$ cat src/design/serial_frame_deframer_top_macros.svh
// ---------------------------------------------------------------------------
// Assertion macros for the serial frame deframer
// Concurrent assertion wrappers that compile away when NO_ASSERTIONS is set.
// ---------------------------------------------------------------------------
`ifndef SERIAL_FRAME_DEFRAMER_TOP_MACROS_SVH
`define SERIAL_FRAME_DEFRAMER_TOP_MACROS_SVH

`ifndef NO_ASSERTIONS
`define SFD_ASSERT(lbl, clk, rst_n, prop, msg) \
  lbl: assert property (@(posedge clk) disable iff (!rst_n) prop) else $error(msg);
`define SFD_ASSERT_ALWAYS(lbl, clk, prop, msg) \
  lbl: assert property (@(posedge clk) prop) else $error(msg);
`else
`define SFD_ASSERT(lbl, clk, rst_n, prop, msg)
`define SFD_ASSERT_ALWAYS(lbl, clk, prop, msg)
`endif

`endif

$ cat src/design/sfd_pkg.sv
// ---------------------------------------------------------------------------
// Serial frame deframer package
// Phase codes, register indexes, result kinds and shared structures.
// ---------------------------------------------------------------------------
`timescale 1ns / 1ps

package sfd_pkg;

  localparam int CFG_IDX_W  = 4;
  localparam int CFG_DATA_W = 8;

  localparam logic [CFG_IDX_W-1:0] REG_START_BYTE = CFG_IDX_W'(0);
  localparam logic [CFG_IDX_W-1:0] REG_STOP_BYTE  = CFG_IDX_W'(1);

  localparam logic KIND_PAYLOAD = 1'b0;
  localparam logic KIND_END     = 1'b1;

  typedef enum logic [3:0] {
    PH_IDLE    = 4'd0,
    PH_CMD_HI  = 4'd1,
    PH_CMD_LO  = 4'd2,
    PH_NODE    = 4'd3,
    PH_EXT_HI  = 4'd4,
    PH_EXT_LO  = 4'd5,
    PH_LENGTH  = 4'd6,
    PH_PAYLOAD = 4'd7,
    PH_STOP    = 4'd8
  } phase_t;

  typedef struct packed {
    logic [7:0] start_byte;
    logic [7:0] stop_byte;
  } cfg_t;

  typedef struct packed {
    logic        kind;
    logic [15:0] command;
    logic [7:0]  node_id;
    logic [15:0] ext_id;
    logic [7:0]  payload_length;
    logic [7:0]  payload_index;
    logic [7:0]  payload_byte;
    logic        frame_error;
  } res_t;

  typedef struct packed {
    logic       step;
    logic [7:0] rx_byte;
  } stage_t;

  typedef struct packed {
    logic en;
    res_t res;
  } parse_out_t;

endpackage

$ cat src/design/sfd_if.sv
// ---------------------------------------------------------------------------
// Serial frame deframer channels
// Valid/ready channels for received bytes and for deframer results.
// ---------------------------------------------------------------------------
`timescale 1ns / 1ps

interface sfd_in_if;
  logic       valid;
  logic       ready;
  logic [7:0] rx_byte;

  modport source (output valid, output rx_byte, input ready);
  modport sink (input valid, input rx_byte, output ready);
endinterface

interface sfd_out_if;
  logic        valid;
  logic        ready;
  logic        kind;
  logic [15:0] command;
  logic [7:0]  node_id;
  logic [15:0] ext_id;
  logic [7:0]  payload_length;
  logic [7:0]  payload_index;
  logic [7:0]  payload_byte;
  logic        frame_error;

  modport source (output valid, output kind, output command, output node_id,
                  output ext_id, output payload_length, output payload_index,
                  output payload_byte, output frame_error, input ready);
  modport sink (input valid, input kind, input command, input node_id,
                input ext_id, input payload_length, input payload_index,
                input payload_byte, input frame_error, output ready);
endinterface

$ cat src/design/sfd_in_stage.sv
// ---------------------------------------------------------------------------
// Serial frame deframer input stage
// Registers one received byte and releases it when the result side is free.
// ---------------------------------------------------------------------------
`timescale 1ns / 1ps

module sfd_in_stage (
  input  logic          clk,
  input  logic          rst_n,
  sfd_in_if.sink        in_ch,
  input  logic          out_free,
  output sfd_pkg::stage_t stage
);
  import sfd_pkg::*;

  logic       valid_r;
  logic       valid_nxt;
  logic [7:0] byte_r;
  logic       step;
  logic       load;

  assign step        = valid_r && out_free;
  assign in_ch.ready = !valid_r || out_free;
  assign load        = in_ch.valid && in_ch.ready;
  assign valid_nxt   = load ? 1'b1 : (valid_r && !step);

  always_ff @(posedge clk) begin
    if (!rst_n) begin
      valid_r <= 1'b0;
    end else begin
      valid_r <= valid_nxt;
    end
  end

  always_ff @(posedge clk) begin
    if (load) begin
      byte_r <= in_ch.rx_byte;
    end
  end

  assign stage.step    = step;
  assign stage.rx_byte = byte_r;

`include "serial_frame_deframer_top_macros.svh"

  `SFD_ASSERT(a_held_byte_kept, clk, rst_n, valid_r && !step |=> valid_r, "held beat lost")
  `SFD_ASSERT(a_accept_fills, clk, rst_n, load |=> valid_r, "accepted beat not registered")

endmodule

$ cat src/design/sfd_parser.sv
// ---------------------------------------------------------------------------
// Serial frame deframer parser
// Nine-phase frame state machine that captures the header and forms results.
// ---------------------------------------------------------------------------
`timescale 1ns / 1ps

module sfd_parser #(
  parameter int MAX_PAYLOAD = 64
) (
  input  logic               clk,
  input  logic               rst_n,
  input  sfd_pkg::cfg_t      cfg,
  input  sfd_pkg::stage_t    stage,
  output sfd_pkg::parse_out_t po
);
  import sfd_pkg::*;

  localparam logic [7:0] MaxIdx = 8'(MAX_PAYLOAD);

  phase_t      phase_r, phase_nxt;
  logic [15:0] cmd_r, cmd_nxt;
  logic [7:0]  node_r, node_nxt;
  logic [15:0] ext_r, ext_nxt;
  logic [7:0]  len_r, len_nxt;
  logic [7:0]  idx_r, idx_nxt;
  logic        err_r, err_nxt;
  logic [7:0]  b;
  logic [7:0]  idx_inc;
  logic        in_range;
  logic        bad_stop;

  assign b        = stage.rx_byte;
  assign idx_inc  = 8'(idx_r + 8'd1);
  assign in_range = idx_r < MaxIdx;
  assign bad_stop = b != cfg.stop_byte;

  always_comb begin
    phase_nxt = phase_r;
    if (stage.step) begin
      unique case (phase_r)
        PH_IDLE:    phase_nxt = (b == cfg.start_byte) ? PH_CMD_HI : PH_IDLE;
        PH_CMD_HI:  phase_nxt = PH_CMD_LO;
        PH_CMD_LO:  phase_nxt = PH_NODE;
        PH_NODE:    phase_nxt = PH_EXT_HI;
        PH_EXT_HI:  phase_nxt = PH_EXT_LO;
        PH_EXT_LO:  phase_nxt = PH_LENGTH;
        PH_LENGTH:  phase_nxt = (b != 8'd0) ? PH_PAYLOAD : PH_STOP;
        PH_PAYLOAD: phase_nxt = (idx_inc == len_r) ? PH_STOP : PH_PAYLOAD;
        PH_STOP:    phase_nxt = PH_IDLE;
        default:    phase_nxt = PH_IDLE;
      endcase
    end
  end

  always_comb begin
    cmd_nxt  = cmd_r;
    node_nxt = node_r;
    ext_nxt  = ext_r;
    len_nxt  = len_r;
    idx_nxt  = idx_r;
    err_nxt  = err_r;
    po.en    = 1'b0;
    po.res   = '{kind: KIND_PAYLOAD, command: cmd_r, node_id: node_r, ext_id: ext_r,
                 payload_length: len_r, payload_index: 8'd0, payload_byte: 8'd0,
                 frame_error: 1'b0};
    if (stage.step) begin
      unique case (phase_r)
        PH_IDLE: begin
        end
        PH_CMD_HI: begin
          cmd_nxt = {8'd0, b};
          err_nxt = 1'b0;
        end
        PH_CMD_LO:  cmd_nxt  = {cmd_r[7:0], b};
        PH_NODE:    node_nxt = b;
        PH_EXT_HI:  ext_nxt  = {8'd0, b};
        PH_EXT_LO:  ext_nxt  = {ext_r[7:0], b};
        PH_LENGTH: begin
          len_nxt = b;
          if (b != 8'd0) begin
            idx_nxt = 8'd0;
          end
        end
        PH_PAYLOAD: begin
          idx_nxt = idx_inc;
          if (in_range) begin
            po.en                   = 1'b1;
            po.res.payload_index    = idx_r;
            po.res.payload_byte     = b;
          end else begin
            err_nxt = 1'b1;
          end
        end
        PH_STOP: begin
          err_nxt            = err_r || bad_stop;
          po.en              = 1'b1;
          po.res.kind        = KIND_END;
          po.res.frame_error = err_r || bad_stop;
        end
        default: begin
        end
      endcase
    end
  end

  always_ff @(posedge clk) begin
    if (!rst_n) begin
      phase_r <= PH_IDLE;
    end else begin
      phase_r <= phase_nxt;
    end
  end

  always_ff @(posedge clk) begin
    cmd_r  <= cmd_nxt;
    node_r <= node_nxt;
    ext_r  <= ext_nxt;
    len_r  <= len_nxt;
    idx_r  <= idx_nxt;
    err_r  <= err_nxt;
  end

`include "serial_frame_deframer_top_macros.svh"

  `SFD_ASSERT(a_stop_ends_frame, clk, rst_n, stage.step && phase_r == PH_STOP |-> po.en && po.res.kind == KIND_END, "stop position gave no frame end")
  `SFD_ASSERT(a_stop_to_idle, clk, rst_n, stage.step && phase_r == PH_STOP |=> phase_r == PH_IDLE, "deframer did not return to idle")
  `SFD_ASSERT(a_index_in_buffer, clk, rst_n, po.en && po.res.kind == KIND_PAYLOAD |-> po.res.payload_index < MaxIdx, "payload index beyond buffer")

endmodule

$ cat src/design/sfd_out_stage.sv
// ---------------------------------------------------------------------------
// Serial frame deframer output stage
// Result register that holds one result until the receiver takes it.
// ---------------------------------------------------------------------------
`timescale 1ns / 1ps

module sfd_out_stage (
  input  logic               clk,
  input  logic               rst_n,
  input  sfd_pkg::parse_out_t po,
  output logic               out_free,
  sfd_out_if.source          out_ch
);
  import sfd_pkg::*;

  logic valid_r;
  logic valid_nxt;
  res_t res_r;

  assign out_free  = !valid_r || out_ch.ready;
  assign valid_nxt = po.en ? 1'b1 : (valid_r && !out_ch.ready);

  always_ff @(posedge clk) begin
    if (!rst_n) begin
      valid_r <= 1'b0;
    end else begin
      valid_r <= valid_nxt;
    end
  end

  always_ff @(posedge clk) begin
    if (po.en) begin
      res_r <= po.res;
    end
  end

  assign out_ch.valid          = valid_r;
  assign out_ch.kind           = res_r.kind;
  assign out_ch.command        = res_r.command;
  assign out_ch.node_id        = res_r.node_id;
  assign out_ch.ext_id         = res_r.ext_id;
  assign out_ch.payload_length = res_r.payload_length;
  assign out_ch.payload_index  = res_r.payload_index;
  assign out_ch.payload_byte   = res_r.payload_byte;
  assign out_ch.frame_error    = res_r.frame_error;

`include "serial_frame_deframer_top_macros.svh"

  `SFD_ASSERT(a_no_overwrite, clk, rst_n, po.en |-> out_free, "result register overwritten while full")
  `SFD_ASSERT_ALWAYS(a_reset_empty, clk, !rst_n |=> !valid_r, "result valid after reset")

endmodule

$ cat src/design/serial_frame_deframer_top.sv
// ---------------------------------------------------------------------------
// Serial frame deframer
// Turns received serial bytes into payload-byte and frame-end results.
// ---------------------------------------------------------------------------
// Bytes arrive as beats on in_ch, one byte per beat. Results leave on out_ch:
// a payload-byte result for each payload byte below MAX_PAYLOAD, and a
// frame-end result at the stop position carrying the header and error flag.
// The start and stop byte values are written through cfg_we, cfg_index and
// cfg_wdata, by the user only while the block is idle (not enforced by the
// block); indexes other than the two registers are ignored.
// A byte is registered on acceptance and parsed once it leaves the input
// register; a byte that gives a result loads the result register then.
// One byte per cycle is sustained while the receiver takes every result
// beat; the parser state update between the two registers is combinational.
// While the receiver stalls, the result register holds its beat and the next
// byte waits in the input register, whether or not it would give a result,
// so in_ch.ready stays low until the result beat is taken.
// Reset empties both registers, returns the parser to waiting for a start
// byte and restores start byte 91 and stop byte 93.
// ---------------------------------------------------------------------------
`timescale 1ns / 1ps

module serial_frame_deframer_top #(
  parameter int MAX_PAYLOAD = 64
) (
  input  logic                            clk,
  input  logic                            rst_n,
  sfd_in_if.sink                          in_ch,
  sfd_out_if.source                       out_ch,
  input  logic                            cfg_we,
  input  logic [sfd_pkg::CFG_IDX_W-1:0]   cfg_index,
  input  logic [sfd_pkg::CFG_DATA_W-1:0]  cfg_wdata
);
  import sfd_pkg::*;

  cfg_t       cfg_r;
  cfg_t       cfg_nxt;
  stage_t     stage;
  parse_out_t po;
  logic       out_free;

  always_comb begin
    cfg_nxt = cfg_r;
    if (cfg_we) begin
      unique case (cfg_index)
        REG_START_BYTE: cfg_nxt.start_byte = cfg_wdata;
        REG_STOP_BYTE:  cfg_nxt.stop_byte  = cfg_wdata;
        default: begin
        end
      endcase
    end
  end

  always_ff @(posedge clk) begin
    if (!rst_n) begin
      cfg_r.start_byte <= 8'd91;
      cfg_r.stop_byte  <= 8'd93;
    end else begin
      cfg_r <= cfg_nxt;
    end
  end

  sfd_in_stage u_in_stage (
    .clk      (clk),
    .rst_n    (rst_n),
    .in_ch    (in_ch),
    .out_free (out_free),
    .stage    (stage)
  );

  sfd_parser #(
    .MAX_PAYLOAD (MAX_PAYLOAD)
  ) u_parser (
    .clk   (clk),
    .rst_n (rst_n),
    .cfg   (cfg_r),
    .stage (stage),
    .po    (po)
  );

  sfd_out_stage u_out_stage (
    .clk      (clk),
    .rst_n    (rst_n),
    .po       (po),
    .out_free (out_free),
    .out_ch   (out_ch)
  );

endmodule

$ cat src/flat_wrapper.sv
// flat-port wrapper written by rule: the top's interface ports become plain ports
module serial_frame_deframer_top_flat import sfd_pkg::*;
#(
  parameter int MAX_PAYLOAD = 64
)
  (clk, rst_n, cfg_we, cfg_index, cfg_wdata, in_ch_valid, in_ch_rx_byte, in_ch_ready, out_ch_valid, out_ch_kind, out_ch_command, out_ch_node_id, out_ch_ext_id, out_ch_payload_length, out_ch_payload_index, out_ch_payload_byte, out_ch_frame_error, out_ch_ready);
  sfd_in_if in_ch_i ();
  sfd_out_if out_ch_i ();
  input  logic clk;
  input  logic rst_n;
  input  logic cfg_we;
  input  logic [sfd_pkg::CFG_IDX_W-1:0] cfg_index;
  input  logic [sfd_pkg::CFG_DATA_W-1:0] cfg_wdata;
  input wire logic [$bits(in_ch_i.valid)-1:0] in_ch_valid;
  input wire logic [$bits(in_ch_i.rx_byte)-1:0] in_ch_rx_byte;
  output wire logic [$bits(in_ch_i.ready)-1:0] in_ch_ready;
  output wire logic [$bits(out_ch_i.valid)-1:0] out_ch_valid;
  output wire logic [$bits(out_ch_i.kind)-1:0] out_ch_kind;
  output wire logic [$bits(out_ch_i.command)-1:0] out_ch_command;
  output wire logic [$bits(out_ch_i.node_id)-1:0] out_ch_node_id;
  output wire logic [$bits(out_ch_i.ext_id)-1:0] out_ch_ext_id;
  output wire logic [$bits(out_ch_i.payload_length)-1:0] out_ch_payload_length;
  output wire logic [$bits(out_ch_i.payload_index)-1:0] out_ch_payload_index;
  output wire logic [$bits(out_ch_i.payload_byte)-1:0] out_ch_payload_byte;
  output wire logic [$bits(out_ch_i.frame_error)-1:0] out_ch_frame_error;
  input wire logic [$bits(out_ch_i.ready)-1:0] out_ch_ready;
  assign in_ch_i.valid = in_ch_valid;
  assign in_ch_i.rx_byte = in_ch_rx_byte;
  assign in_ch_ready = in_ch_i.ready;
  assign out_ch_valid = out_ch_i.valid;
  assign out_ch_kind = out_ch_i.kind;
  assign out_ch_command = out_ch_i.command;
  assign out_ch_node_id = out_ch_i.node_id;
  assign out_ch_ext_id = out_ch_i.ext_id;
  assign out_ch_payload_length = out_ch_i.payload_length;
  assign out_ch_payload_index = out_ch_i.payload_index;
  assign out_ch_payload_byte = out_ch_i.payload_byte;
  assign out_ch_frame_error = out_ch_i.frame_error;
  assign out_ch_i.ready = out_ch_ready;
  serial_frame_deframer_top #(.MAX_PAYLOAD(MAX_PAYLOAD)) u_core (.clk(clk), .rst_n(rst_n), .in_ch(in_ch_i), .out_ch(out_ch_i), .cfg_we(cfg_we), .cfg_index(cfg_index), .cfg_wdata(cfg_wdata));
endmodule
$ cat config.mk
export PLATFORM = sky130hd
export DESIGN_NAME = serial_frame_deframer_top_flat
export DESIGN_NICKNAME = d
export VERILOG_FILES = /design/src/design/sfd_pkg.sv /design/src/design/sfd_if.sv /design/src/design/sfd_in_stage.sv /design/src/design/sfd_parser.sv /design/src/design/sfd_out_stage.sv /design/src/design/serial_frame_deframer_top.sv /design/src/flat_wrapper.sv
export VERILOG_INCLUDE_DIRS = /design/src /design/src/design
export SDC_FILE = /design/constraint.sdc
export NUM_CORES = 1
export LEC_CHECK = 0
export BUFFER_PORTS_ARGS = -buffer_cell sky130_fd_sc_hd__buf_4
export CORE_MARGIN = 2
export CORE_UTILIZATION = 30
export CTS_CLUSTER_SIZE = 8
export DETAILED_ROUTE_END_ITERATION = 16
export HOLD_SLACK_MARGIN = 0.15
export PLACE_DENSITY = 0.46
export SLEW_MARGIN = 20
export SYNTH_ARGS = -nofsm -noshare
export SYNTH_HDL_FRONTEND = slang
export SYNTH_SLANG_ARGS = --single-unit
$ cat constraint.sdc
create_clock -name clk -period 3.5 [get_ports clk]
set_input_delay 0.7 -clock clk [delete_from_list [all_inputs] [get_ports clk]]
set_output_delay 0.7 -clock clk [all_outputs]
set_load 0.005 [all_outputs]
# [After elaboration in Yosys (flattened, before gate mapping)]
# Index checks and enable logic that the tools add are counted.
# W data, S select, Z words.
[classes] n_mux=16 magnitude_cmp=1 addsub=1 reduce_logical=28 n_eq_ne=14
[op_table] op="$pmux W16 S2" count=2
[op_table] op="$pmux W4 S8" count=1
[op_table] op="$eq A4 B3 Y1 const B" count=4
[op_table] op="$eq A8 B8 Y1" count=2
[op_table] op="$pmux W8 S2" count=1
[op_table] op="$reduce_and A2 Y1" count=7
[op_table] op="$reduce_and A3 Y1" count=3
[op_table] op="$add A8 B1 Y8 const B" count=1
[op_table] op="$eq A4 B1 Y1 const B" count=2
[op_table] op="$eq A4 B2 Y1 const B" count=2
[op_table] op="$logic_not A4 Y1" count=2
[op_table] op="$lt A8 B7 Y1 const B" count=1
[op_table] op="$mux W4" count=2
[op_table] op="$mux W8" count=1
[op_table] op="$ne A8 B8 Y1" count=1
[op_table] op="$reduce_bool A8 Y1" count=1
[op_table] op="$mux W1" count=6
[op_table] op="$reduce_bool A2 Y1" count=3
[op_table] op="$eq A4 B4 Y1 const B" count=1
[op_table] op="$logic_and A1 B1 Y1" count=4
[op_table] op="$logic_not A1 Y1" count=4
[op_table] op="$ne A2 B2 Y1 const B" count=2
[op_table] op="$logic_or A1 B1 Y1" count=3
[op_table] op="$pmux W1 S3" count=1
[op_table] op="3 further kinds" count=3
[totals] register_bits=153 in_bits=25 elab_cells=80

# [Depth between registers and ports, before layout]
[logic_depth] word_depth=6 ltp_mapped=7 mapped_depth_nobuf=6

# [Modules after synthesis]
# Synthesis repeated with hierarchy kept, for this count alone.
[unflattened] hier_cells=386 hier_area_um2=5963.2
[by_module_without_submodules] module="sfd_parser" area_per_inst_um2=2939.1 n_inst=1 cells_per_inst=230
[by_module_without_submodules] module="sfd_out_stage" area_per_inst_um2=2030.7 n_inst=1 cells_per_inst=70
[by_module_without_submodules] module="serial_frame_deframer_top" area_per_inst_um2=680.7 n_inst=1 cells_per_inst=71
[by_module_without_submodules] module="sfd_in_stage" area_per_inst_um2=312.8 n_inst=1 cells_per_inst=15

# [Least setup slack after synthesis]
# No wires, ideal clock.
[synth_path] path_kind="input to register" from="input out_ch_ready" to="register u_core.u_parser.cmd_r[0], enable pin" t_arrival_ps=2680 setup_ps=430 n_path_buf=0 setup_slack_ps=390 path_stages=3 path_cell_list="nand2b_1 -> nand2_1 -> nor4_1"
[synth_between] elab_chain_len=3
[synth_rtl] element="from (decl)" line="flat_wrapper.sv:26" text="input wire logic [$bits(out_ch_i.ready)-1:0] out_ch_ready;"
[synth_rtl] element="$logic_or A1 B1 Y1" line="sfd_out_stage.sv:20" text="assign out_free = !valid_r || out_ch.ready;"
[synth_rtl] element="$logic_and A1 B1 Y1" line="sfd_in_stage.sv:22" text="assign step = valid_r && out_free;"
[synth_rtl] element="$reduce_and A2 Y1 (no source line)"
[synth_rtl] element="to (signal assigned)" line="sfd_parser.sv:115" text="cmd_r <= cmd_nxt;"
[synth_rtl] element="to (decl)" line="sfd_parser.sv:21" text="logic [15:0] cmd_r, cmd_nxt;"
# Every way passes these cells.
# A chain may end at the register's enable or synchronous reset.

==> results.sh <==
export IMPL_drive_gt1_share_pct=28.60
export IMPL_ant_nets=0
export IMPL_pwr_share_clk_pct=46.6
export IMPL_yosys_top_cells_area="edfxtp_1 68%, dfxtp_1 7.6%, xnor2_1 3.8%, mux2i_1 2.8%, and2_1 2.6%"
export IMPL_powerDensity_nw_per_um2=526.0
export IMPL_ys_warn_count=0
export IMPL_fin_nets=485
export IMPL_path_max_fanout=20
export IMPL_place_ws_ps=796.6
export IMPL_start_util_pct=30.70
export IMPL_drt_wl_total_mm=12.05
export IMPL_clk_pin_slew_ps=60
export IMPL_outcome="finished clean"
export IMPL_required_ps=3600
export IMPL_ys_seq_area_share_pct=75.67
export IMPL_hold_buffers=0
export IMPL_synth_most_common_cell="edfxtp_1"
export IMPL_synth_top_area_cell="edfxtp_1"
export IMPL_die_y_um=142.8
export IMPL_cts_buffers=17
export IMPL_port_buffers=92
export IMPL_die_w_um=142.8
export IMPL_grt_pass1_wl_mm=18.47
export IMPL_net_switching_power_w=0.0007520
export IMPL_grt_max_degree=48
export IMPL_seq_power_share_pct=51.8
export IMPL_grt_ovfl_total=0
export IMPL_holdWs_ps=420.4
export IMPL_coreArea_sq_um=18830
export IMPL_synth_edf_count=131
export IMPL_htreeDepth=4
export IMPL_p_total_w=0.003875
export IMPL_n_antenna_cell=0
export IMPL_timing_final_crit_share_pct=71.35
export IMPL_synth_top_flop_cell="edfxtp_1"
export IMPL_crit_chain="nand3_4 > nor4_4 > or2_2 > buf_4"
export IMPL_rsz0062_at_grt="false"
export IMPL_drv_cap=0
export IMPL_cts_max_path_buffers=2
export IMPL_syn_to_final_growth_pct=27.47
export IMPL_cts_resized_gates=0
export IMPL_dp_hpwl_mm=8.340
export IMPL_setup_violations=0
export IMPL_finalWorstSetupSlack_ps=1003
export IMPL_yosys_area_top_type_share_pct=68.05
export IMPL_io_pins=93
export IMPL_ys_top_cells_by_count="131 x edfxtp_1, 25 x xnor2_1, 24 x and2_1"
export IMPL_gp_congestion=0.8145
export IMPL_final_cell_count_no_fill=732
export IMPL_cts_sinks=153
export IMPL_dieArea_sq_um=20390
export IMPL_drtIter0Drc=166
export IMPL_postCtsSetupRepairBufs=0
export IMPL_insertion_delay_ps=420
export IMPL_syn_area_per_cell_sq_um=16.24
export IMPL_finalCriticalPeriod_ps=2497
export IMPL_cts_tree="done"
export IMPL_async_reset_ff_share_pct=0
export IMPL_ir_drop_v=0.0003308
export IMPL_antenna_found_initial=0
export IMPL_yosysUniqueCellTypes=45
export IMPL_dr_total_vias=3194
export IMPL_cts_root_buf="clkbuf_16"
export IMPL_num_rows=50
export IMPL_cp_slowest_cell="dfxtp_1"
export IMPL_viasPerCell=4.363
export IMPL_max_slew_margin_pct=35.66
export IMPL_combinationalPowerShare_pct=1.6
export IMPL_power_leakage_nw=2.555
export IMPL_cp_end_kind="flip-flop"
export IMPL_first_pass_iters=4
export IMPL_cp_start_kind="flip-flop"
export IMPL_drc=0
export IMPL_wl_per_cell_um=16.46
export IMPL_place_inst=700
export IMPL_crit_arrival_ps=2600
export IMPL_grt_pass1_vias=3208
export IMPL_hp_class="flip-flop to flip-flop"
export IMPL_syn_area_sq_um=5781
export IMPL_worstMarginPinSlew_ps=957.8
export IMPL_skew_ps=9.522
export IMPL_setup_tns_final_ps=0
export IMPL_cellInternalPower_w=0.003123
export IMPL_hold_viol=0
export IMPL_synth_cells=356
export IMPL_ys_seq_elements=153
export IMPL_switching_share_pct=19.40
export IMPL_grt_usage_pct=12.50
export IMPL_crit_type="flip-flop to flip-flop"
export IMPL_fmax_ghz=0.4004
export IMPL_cpPeakStageDelay_ps=750
export IMPL_finalMaxSlewViolations=0
==> metal layers <==
layer  vias to the layer above  track usage [%]  wire length (um)  part of all wire [%]
met5                         -                0                 0                     0
met4                         0            4.846               171                   1.4
met3                        15            3.890               574                   4.8
met2                        70            20.52              6097                    51
met1                      1572            15.47              5206                    43
li1                       1537                -                 -                     -
==> state kept, by name (all words and copies together), names as in the netlist, 16 cells and up <==
register                           count
u_core.u_parser.ext_r                 16
u_core.u_out_stage.out_ch.command     16
u_core.u_parser.cmd_r                 16
u_core.u_out_stage.out_ch.ext_id      16
u_core.cfg_r                          16
==> kinds of logic after synthesis <==
kind of cell / count (synthesis) / share of synthesized area, %
AOI/OAI and AO/OA: 20 / 2.749
xor gates and xnor gates: 34 / 5.693
adders and majority gates: 1 / 0.2164
buffers and inverters: 13 / 1.169
DFF: 153 / 75.67
muxes: 16 / 2.771
other: 1 / 0.06487
and+or+nand+nor: 118 / 11.67
==> area by class of cell <==
type	instances	area, sq um
repair buffers	95	725.7
clock inverters	13	151.4
flip-flops and latches	153	4374
fillers	1800	11460
multi-input cells	191	1355
clock buffers	19	432.9
inverters	1	3.754
well taps	260	325.3
==> worst paths after layout <==
kind | cells past startpoint | from | to | slack (ps)
max | 4 | u_core.u_parser.phase_r[1]$_SDFFE_PN0P_ | u_core.u_out_stage.out_ch.command[15]$_DFFE_PP_ | 1000
min | 0 | u_core.u_parser.ext_r[10]$_SDFFCE_PN0P_ | u_core.u_out_stage.out_ch.ext_id[10]$_DFFE_PP_ | 420
max reg2reg | 4 | u_core.u_parser.phase_r[1]$_SDFFE_PN0P_ | u_core.u_out_stage.out_ch.command[15]$_DFFE_PP_ | 1000
min reg2reg | 0 | u_core.u_parser.ext_r[10]$_SDFFCE_PN0P_ | u_core.u_out_stage.out_ch.ext_id[10]$_DFFE_PP_ | 420
==> critical path: cells and delay by family (launching register included) <==
kind | cells | cell delay (ps)
DFF | 1 | 750
and+or+nand+nor | 3 | 1140
buffers and inverters | 1 | 280
==> power groups by stage <==
stage               Clock (W)  Sequential, W  Combinational [W]
floorplan                   0        0.00203          0.0000328
global placement            0        0.00205          0.0000639
detailed placement          0        0.00205          0.0000645
CTS                   0.00185        0.00201          0.0000647
global route          0.00194        0.00201          0.0000702
finish                0.00181        0.00201          0.0000638
==> through the flow <==
| step | util [%] | cell area [sq um] |
|---|---|---|
| finish | 39.13 | 7368 |
| global route | 39.13 | 7368 |
| CTS | 39.13 | 7368 |
| detailed placement | 36.03 | 6784 |
| global placement | 36.03 | 6784 |
| floorplan | - | 5784 |
==> placed cells by master (no fill, tap or decap), types with 3 or more instances in the layout <==
cell type | netlist | layout
nand2b_1 | 3 | 3
o211ai_1 | 3 | 3
xor2_1 | 7 | 7
nor2_1 | 21 | 21
bufinv_16 | 0 | 3
clkinv_2 | 0 | 3
o21ai_0 | 4 | 4
buf_4 | 1 | 94
nor2b_1 | 3 | 3
clkbuf_16 | 0 | 17
mux2i_1 | 16 | 16
xnor2_1 | 25 | 25
clkinv_1 | 0 | 3
nand4_1 | 8 | 8
and3_1 | 11 | 11
nor3_1 | 6 | 6
nand2_1 | 17 | 17
and2_1 | 24 | 24
nand3_1 | 11 | 11
edfxtp_1 | 131 | 131
dfxtp_1 | 22 | 22
Power figures use the tool's default switching activity.
